### src/deq_pkg.sv
// ----------------------------------------------------------------------------
// deq_pkg
// Shared types and constants of the double-ended queue.
// ----------------------------------------------------------------------------
package deq_pkg;

	localparam int DATA_W      = 32;
	localparam int MODE_W      = 3;
	localparam int COUNT_OUT_W = 5;
	localparam int DEPTH_DEF   = 16;

	typedef enum logic [MODE_W-1:0] {
		MODE_PUSH_FRONT = 3'd0,
		MODE_PUSH_REAR  = 3'd1,
		MODE_POP_FRONT  = 3'd2,
		MODE_POP_REAR   = 3'd3,
		MODE_READ       = 3'd4
	} mode_t;

	typedef enum logic [1:0] {
		ST_OK        = 2'd0,
		ST_OVERFLOW  = 2'd1,
		ST_UNDERFLOW = 2'd2
	} status_t;

	typedef struct packed {
		logic [MODE_W-1:0]        mode;
		logic signed [DATA_W-1:0] data_in;
	} req_t;

	typedef struct packed {
		status_t                  status;
		logic signed [DATA_W-1:0] front_value;
		logic signed [DATA_W-1:0] rear_value;
		logic [COUNT_OUT_W-1:0]   entry_count;
		logic                     is_empty;
		logic                     is_full;
	} rsp_t;

	// per-chain command, broadcast to every cell
	typedef struct packed {
		logic shift_in;   // move toward higher index, din enters cell 0
		logic shift_out;  // move toward lower index, cell 0 drops
		logic load;       // write din at the cell whose index equals count
	} cell_cmd_t;

endpackage

### src/double_ended_queue.sv
// ----------------------------------------------------------------------------
// double_ended_queue
// Fixed-depth double-ended queue of signed 32-bit values built from two
// chains of shift cells.
// ----------------------------------------------------------------------------
// A request is taken on every cycle with start high (busy is held low), one
// per cycle. Its response appears on rsp, marked by done, in the next cycle
// and for that one cycle only; it must be captured then. Two copies of
// the contents are kept in rows of cells, one with the front in cell 0 and
// one with the rear in cell 0, so both ends are read from fixed cells and
// every request finishes with the cell update.
// ----------------------------------------------------------------------------
module double_ended_queue #(
	parameter int DEPTH = deq_pkg::DEPTH_DEF
) (
	input  logic          clk,
	input  logic          arst_n,
	input  logic          start,
	output logic          busy,
	input  deq_pkg::req_t req,
	output logic          done,
	output deq_pkg::rsp_t rsp
);

	localparam int CNT_W = $clog2(DEPTH + 1);

	logic [CNT_W-1:0]                  count_q;
	logic [CNT_W-1:0]                  count_d;
	deq_pkg::status_t                  status_q;
	deq_pkg::status_t                  status_d;
	logic                              done_q;
	logic                              accept;
	logic                              full;
	logic                              empty;
	deq_pkg::cell_cmd_t                front_cmd;
	deq_pkg::cell_cmd_t                rear_cmd;
	logic signed [deq_pkg::DATA_W-1:0] front_head;
	logic signed [deq_pkg::DATA_W-1:0] rear_head;

	assign busy   = 1'b0;
	assign accept = start && !busy;
	assign full   = (count_q == CNT_W'(DEPTH));
	assign empty  = (count_q == '0);

	always_comb begin
		front_cmd = '0;
		rear_cmd  = '0;
		status_d  = deq_pkg::ST_OK;
		count_d   = count_q;
		case (req.mode)
			deq_pkg::MODE_PUSH_FRONT: begin
				if (full) begin
					status_d = deq_pkg::ST_OVERFLOW;
				end else begin
					front_cmd.shift_in = accept;
					rear_cmd.load      = accept;
					count_d            = count_q + CNT_W'(1);
				end
			end
			deq_pkg::MODE_PUSH_REAR: begin
				if (full) begin
					status_d = deq_pkg::ST_OVERFLOW;
				end else begin
					rear_cmd.shift_in = accept;
					front_cmd.load    = accept;
					count_d           = count_q + CNT_W'(1);
				end
			end
			deq_pkg::MODE_POP_FRONT: begin
				if (empty) begin
					status_d = deq_pkg::ST_UNDERFLOW;
				end else begin
					front_cmd.shift_out = accept;
					count_d             = count_q - CNT_W'(1);
				end
			end
			deq_pkg::MODE_POP_REAR: begin
				if (empty) begin
					status_d = deq_pkg::ST_UNDERFLOW;
				end else begin
					rear_cmd.shift_out = accept;
					count_d            = count_q - CNT_W'(1);
				end
			end
			default: begin
				status_d = deq_pkg::ST_OK;
			end
		endcase
	end

	always_ff @(posedge clk or negedge arst_n) begin
		if (!arst_n) begin
			count_q  <= '0;
			status_q <= deq_pkg::ST_OK;
			done_q   <= 1'b0;
		end else begin
			done_q <= accept;
			if (accept) begin
				count_q  <= count_d;
				status_q <= status_d;
			end
		end
	end

	deq_chain #(
		.DEPTH (DEPTH),
		.CNT_W (CNT_W)
	) u_front_chain (
		.clk   (clk),
		.cmd   (front_cmd),
		.count (count_q),
		.din   (req.data_in),
		.head  (front_head)
	);

	deq_chain #(
		.DEPTH (DEPTH),
		.CNT_W (CNT_W)
	) u_rear_chain (
		.clk   (clk),
		.cmd   (rear_cmd),
		.count (count_q),
		.din   (req.data_in),
		.head  (rear_head)
	);

	assign done             = done_q;
	assign rsp.status       = status_q;
	assign rsp.front_value  = empty ? '1 : front_head;
	assign rsp.rear_value   = empty ? '1 : rear_head;
	assign rsp.entry_count  = deq_pkg::COUNT_OUT_W'(count_q);
	assign rsp.is_empty     = empty;
	assign rsp.is_full      = full;

	a_done_follows: assert property (@(posedge clk) disable iff (!arst_n)
		accept |=> done)
		else $error("response strobe missing after request");

	a_count_bound: assert property (@(posedge clk) disable iff (!arst_n)
		count_q <= CNT_W'(DEPTH))
		else $error("entry count above depth");

	a_underflow: assert property (@(posedge clk) disable iff (!arst_n)
		(accept && empty && (req.mode == deq_pkg::MODE_POP_FRONT ||
			req.mode == deq_pkg::MODE_POP_REAR))
		|=> (rsp.status == deq_pkg::ST_UNDERFLOW) && (count_q == '0))
		else $error("pop on empty queue not flagged");

	a_push_front: assert property (@(posedge clk) disable iff (!arst_n)
		(accept && !full && req.mode == deq_pkg::MODE_PUSH_FRONT)
		|=> rsp.front_value == $past(req.data_in))
		else $error("front value does not match pushed value");

endmodule

### src/deq_cell.sv
// ----------------------------------------------------------------------------
// deq_cell
// One storage cell of a shift chain: holds, shifts from either neighbor,
// or loads the pushed value when its index matches the entry count.
// ----------------------------------------------------------------------------
module deq_cell #(
	parameter int CNT_W = 5,
	parameter int INDEX = 0
) (
	input  logic                               clk,
	input  deq_pkg::cell_cmd_t                 cmd,
	input  logic [CNT_W-1:0]                   count,
	input  logic signed [deq_pkg::DATA_W-1:0]  din,
	input  logic signed [deq_pkg::DATA_W-1:0]  left_d,
	input  logic signed [deq_pkg::DATA_W-1:0]  right_d,
	output logic signed [deq_pkg::DATA_W-1:0]  q
);

	logic signed [deq_pkg::DATA_W-1:0] data_q;

	always_ff @(posedge clk) begin
		if (cmd.shift_in) begin
			data_q <= left_d;
		end else if (cmd.shift_out) begin
			data_q <= right_d;
		end else if (cmd.load && (count == CNT_W'(INDEX))) begin
			data_q <= din;
		end
	end

	assign q = data_q;

endmodule

### src/deq_chain.sv
// ----------------------------------------------------------------------------
// deq_chain
// Row of DEPTH cells; cell 0 holds the end of the queue this chain faces.
// ----------------------------------------------------------------------------
module deq_chain #(
	parameter int DEPTH = deq_pkg::DEPTH_DEF,
	parameter int CNT_W = $clog2(DEPTH + 1)
) (
	input  logic                               clk,
	input  deq_pkg::cell_cmd_t                 cmd,
	input  logic [CNT_W-1:0]                   count,
	input  logic signed [deq_pkg::DATA_W-1:0]  din,
	output logic signed [deq_pkg::DATA_W-1:0]  head
);

	logic signed [deq_pkg::DATA_W-1:0] cell_q [DEPTH];

	for (genvar i = 0; i < DEPTH; i++) begin : g_cell
		logic signed [deq_pkg::DATA_W-1:0] left_d;
		logic signed [deq_pkg::DATA_W-1:0] right_d;

		if (i == 0) begin : g_first
			assign left_d = din;
		end else begin : g_mid
			assign left_d = cell_q[i-1];
		end

		if (i == DEPTH - 1) begin : g_last
			assign right_d = cell_q[i];
		end else begin : g_inner
			assign right_d = cell_q[i+1];
		end

		deq_cell #(
			.CNT_W (CNT_W),
			.INDEX (i)
		) u_cell (
			.clk     (clk),
			.cmd     (cmd),
			.count   (count),
			.din     (din),
			.left_d  (left_d),
			.right_d (right_d),
			.q       (cell_q[i])
		);
	end

	assign head = cell_q[0];

endmodule
### config.mk
export PLATFORM = sky130hd
export DESIGN_NAME = double_ended_queue
export DESIGN_NICKNAME = d
export VERILOG_FILES = /design/src/deq_pkg.sv /design/src/double_ended_queue.sv /design/src/deq_cell.sv /design/src/deq_chain.sv
export SDC_FILE = /design/constraint.sdc
export NUM_CORES = 2
export LEC_CHECK = 0
export BUFFER_PORTS_ARGS = -buffer_cell sky130_fd_sc_hd__clkbuf_2
export CORE_ASPECT_RATIO = 2
export CORE_MARGIN = 2
export CORE_UTILIZATION = 30
export DETAILED_ROUTE_END_ITERATION = 6
export GPL_TIMING_DRIVEN = 0
export SYNTH_ARGS = -nofsm -noshare
export SYNTH_HDL_FRONTEND = slang
export SYNTH_HIERARCHICAL = 1
export SYNTH_SLANG_ARGS = --single-unit
export TNS_END_PERCENT = 50
### constraint.sdc
create_clock -name clk -period 7.7 [get_ports clk]
set_input_delay 1.54 -clock clk [delete_from_list [all_inputs] [get_ports clk]]
set_output_delay 1.54 -clock clk [all_outputs]
set_load 0.01 [all_outputs]
==> summary.md <==
| Metric | Value |
|---|---|
| Status | `finished with violations` |
| Failing checks | `max-capacitance violations, max-slew violations` |
| Initial core utilization | `0.302` |
| Worst r2r src | `count_q[2]` |
| Commonest non-fill, non-tap cell in the layout | `nand2_1` |
| Worst EP required | `6160 ps` |
| CTS Buf Count | `93` |
| Worst slew margin | `-0.0130` |
| Post-route DRC | `0` |
| CP cell instances | `buf_12 > or4_4 > nor2_4 > clkbuf_1 > or2_2 > clkbuf_2` |
| Port bufs | `111` |
| Worst VDD drop | `0.000177 V` |
| FMAX | `202 MHz` |
| Synth Warn # | `6` |
| Top post-synthesis cells by area | `edfxtp_1, mux2i_1, o21ai_1` |
| Critical Path End Type | `output port` |
| Gate power share | `0.159` |
| Gr usage total | `0.194` |
| Syn Nets | `4,704` |
| Yosys reg bits | `1,032` |
| R2r worst-path depth | `10` |
| Post-synth cell types | `43` |
| Vias per cell | `5.29` |
| Routed WL | `187,000 um` |
| First-pass GRT wire length | `267,000 um` |
| Final setup TNS | `0 ps` |
| Core Area | `0.182 sq mm` |
| Register-to-register path setup slack | `3390 ps` |
| Synth top area share | `0.559` |
| CTS Hold Bufs | `0` |
| Die ar. | `0.187 sq mm` |
| Post-CTS setup buffer count | `0` |
| Worst Hold End | `status_q[0]` |
| Worst-skew pair later-pin latency | `700 ps` |
| Pin count of the biggest net entering global routing | `35` |
| Lkg Pwr | `18.6 nW` |
| RSZ-0062 raised after global routing | `false` |
| # nets final | `4,941` |
| Worst EP arrival | `3420 ps` |
| Dpl cell area | `0.0591 sq mm` |
| Synth Cell Area | `0.0550 sq mm` |
| Worst Hold Class | `reg -> reg` |
| Root Buffer | `clkbuf_16` |
| Layout cells sized above 1 | `0.140` |
| Register area | `0.0310 sq mm` |
| Final Hold Viols | `0` |
| Net Sw Power | `4.01 mW` |
| WP buf/inv | `3` |
| Layout area overhead | `12.6%` |
| Crit path time final | `4960 ps` |
| Post-Route Utilization | `0.339` |
| Total power | `13.9 mW` |
| Seq/Total Area, Yosys | `0.562` |
| Pins Over Slew Limit | `35` |
| Max_cap viols | `1` |
| First-pass iteration count of the detailed router | `5` |
| Sw frac | `0.288` |
| Hold slack | `537 ps` |
| Startpoint Class | `register` |
| Fillers | `18,229` |
| Sequential share of power | `0.512` |
| Post-route ant nets | `0` |
| Power Internal | `9.90 mW` |
| Post-Synthesis Cells | `4,662` |
| Post-Place Cells | `7,152` |
| Critical path peak fanout | `26` |
| Iter 0 DRT Violations | `2,878` |
| Critical hold path startpoint | `status_q[0]` |
| Syn_area_per_cell | `11.8 sq um` |
| Row count | `222` |
| Detail Placement HPWL | `132,000 um` |
| Min-Delay Path Depth | `2` |
| Congestion Overflow GR | `0` |
| Multi-input logic area | `0.0207 sq mm` |
| Final period utilization | `0.644` |
| Chip width | `307 um` |
| Routed via count | `38,694` |
| Worst path max stage delay | `590 ps` |
| CTS tree | `yes` |
| Final setup vio count | `0` |
| Area leader, netlist | `edfxtp_1` |
| Wire per inst | `25.6 um` |
| Worst Setup Path Type | `reg -> out` |
| Vias in the first global route | `43,833` |
| Fin Clk Skew | `27.1 ps` |
| Maximum root-to-sink buffer count | `3` |
| Post-place setup slack | `2310 ps` |
| IO Count | `113` |
| CP max-delay cell | `clkbuf_1` |
| Worst Slack Setup Final | `2740 ps` |
| # clock sinks | `1,032` |
| Most frequent cells in the layout | `nand2_1, mux2i_1, edfxtp_1` |
| H-tree Lvls | `3` |
| R2r endpoint | `u_front_chain/g_cell[4].u_cell/q[0]` |
| Clock-pin slew on the worst setup and hold paths | `60 ps` |
| Crit path max-delay family | `simple AND/OR/NAND/NOR gates` |
| Initial antenna violation count | `8` |
| # resized after CTS | `0` |
| Actual slew at the worst max-slew pin | `1520 ps` |
| Final Non-Filler Cells | `7,320` |
| Final instance area | `0.0620 sq mm` |
| Clock power share | `0.329` |
| Die extent in y | `610 um` |
| Pwr Density | `225 mW/mm^2` |
| Final GP Congestion | `0.814` |
==> metal layers <==
layer,vias up,part of all wire,GRT usage
li1,17594,-,-
met1,19176,0.31,0.168
met2,1245,0.59,0.403
met3,677,0.029,0.0221
met4,2,0.069,0.129
met5,-,0.000059,0
==> synthesized netlist by cell type, drive strengths merged <==
library cell,number
o21ai,1028
nand2,1027
edfxtp,1024
mux2i,1024
buf,328
or2,64
clkbuf,35
a311o,22
inv,17
nor4bb,16
nor2,13
dfrtp,8
nor4b,7
nand4b,6
nand2b,5
nor4,5
a211o,4
ha,3
o31ai,3
xnor2,3
a21oi,2
and4b,2
o32ai,2
xor2,2
a21boi,1
a21o,1
a22o,1
and3b,1
conb,1
fa,1
mux2,1
nand3,1
nor2b,1
nor3,1
nor3b,1
or4,1
==> logic make-up after synthesis <==
group                    Yosys count  share of synthesized area
AND/OR/NAND/NOR                 1151                     0.0858
buffers and inverters            380                     0.0638
XOR/XNOR                           5                   0.000796
adder cells (fa/ha/maj)            4                    0.00105
other                              1                  0.0000681
multiplexers                    1025                      0.187
AO/OA/AOI/OAI                   1064                     0.0995
flip-flops                      1032                      0.562
==> final cells by class <==
type	instances	area share
Antenna cell	3	0.000121
Buffer	363	0.0556
Clock buffer	112	0.0394
Clock inverter	49	0.00541
Inverter	17	0.00103
Multi-Input combinational cell	3250	0.334
Sequential cell	1032	0.500
Tap cell	2352	0.0475
Timing Repair Buffer	142	0.0171
==> worst min-delay path, stage by stage, from the launching register on <==
cell,delay (ps)
dfrtp_1,380
inv_1,60
o32ai_1,60
==> power by group through the flow <==
stage	Combinational (mW)	Sequential, mW	Clock, mW
CTS	2.20	7.12	4.66
global route	2.35	7.13	4.84
floorplan	1.27	7.04	0
global placement	1.89	7.43	0
finish	2.22	7.12	4.58
detailed placement	2.20	7.24	0
==> state kept, by name, indices dropped and copies added, names as in the netlist <==
register,flops
count_q,5
status_q,2
done,1
u_front_chain/g_cell.u_cell/q,512
u_rear_chain/g_cell.u_cell/q,512
==> worst max path at each step <==
stage | start | to | slack (ps) | cells past startpoint
finish | count_q[2] | rsp[69] | 2740 | 6
global route | count_q[2] | rsp[69] | 2550 | 6
detailed placement | req[33] | u_front_chain/g_cell[10].u_cell/q[4] | 2310 | 8
CTS | count_q[2] | rsp[69] | 2580 | 6
global placement | count_q[0] | u_rear_chain/g_cell[12].u_cell/q[12] | -4310 | 6
floorplan | req[34] | u_front_chain/g_cell[12].u_cell/q[0] | 1050 | 5
(Power assumes the default switching activity.)
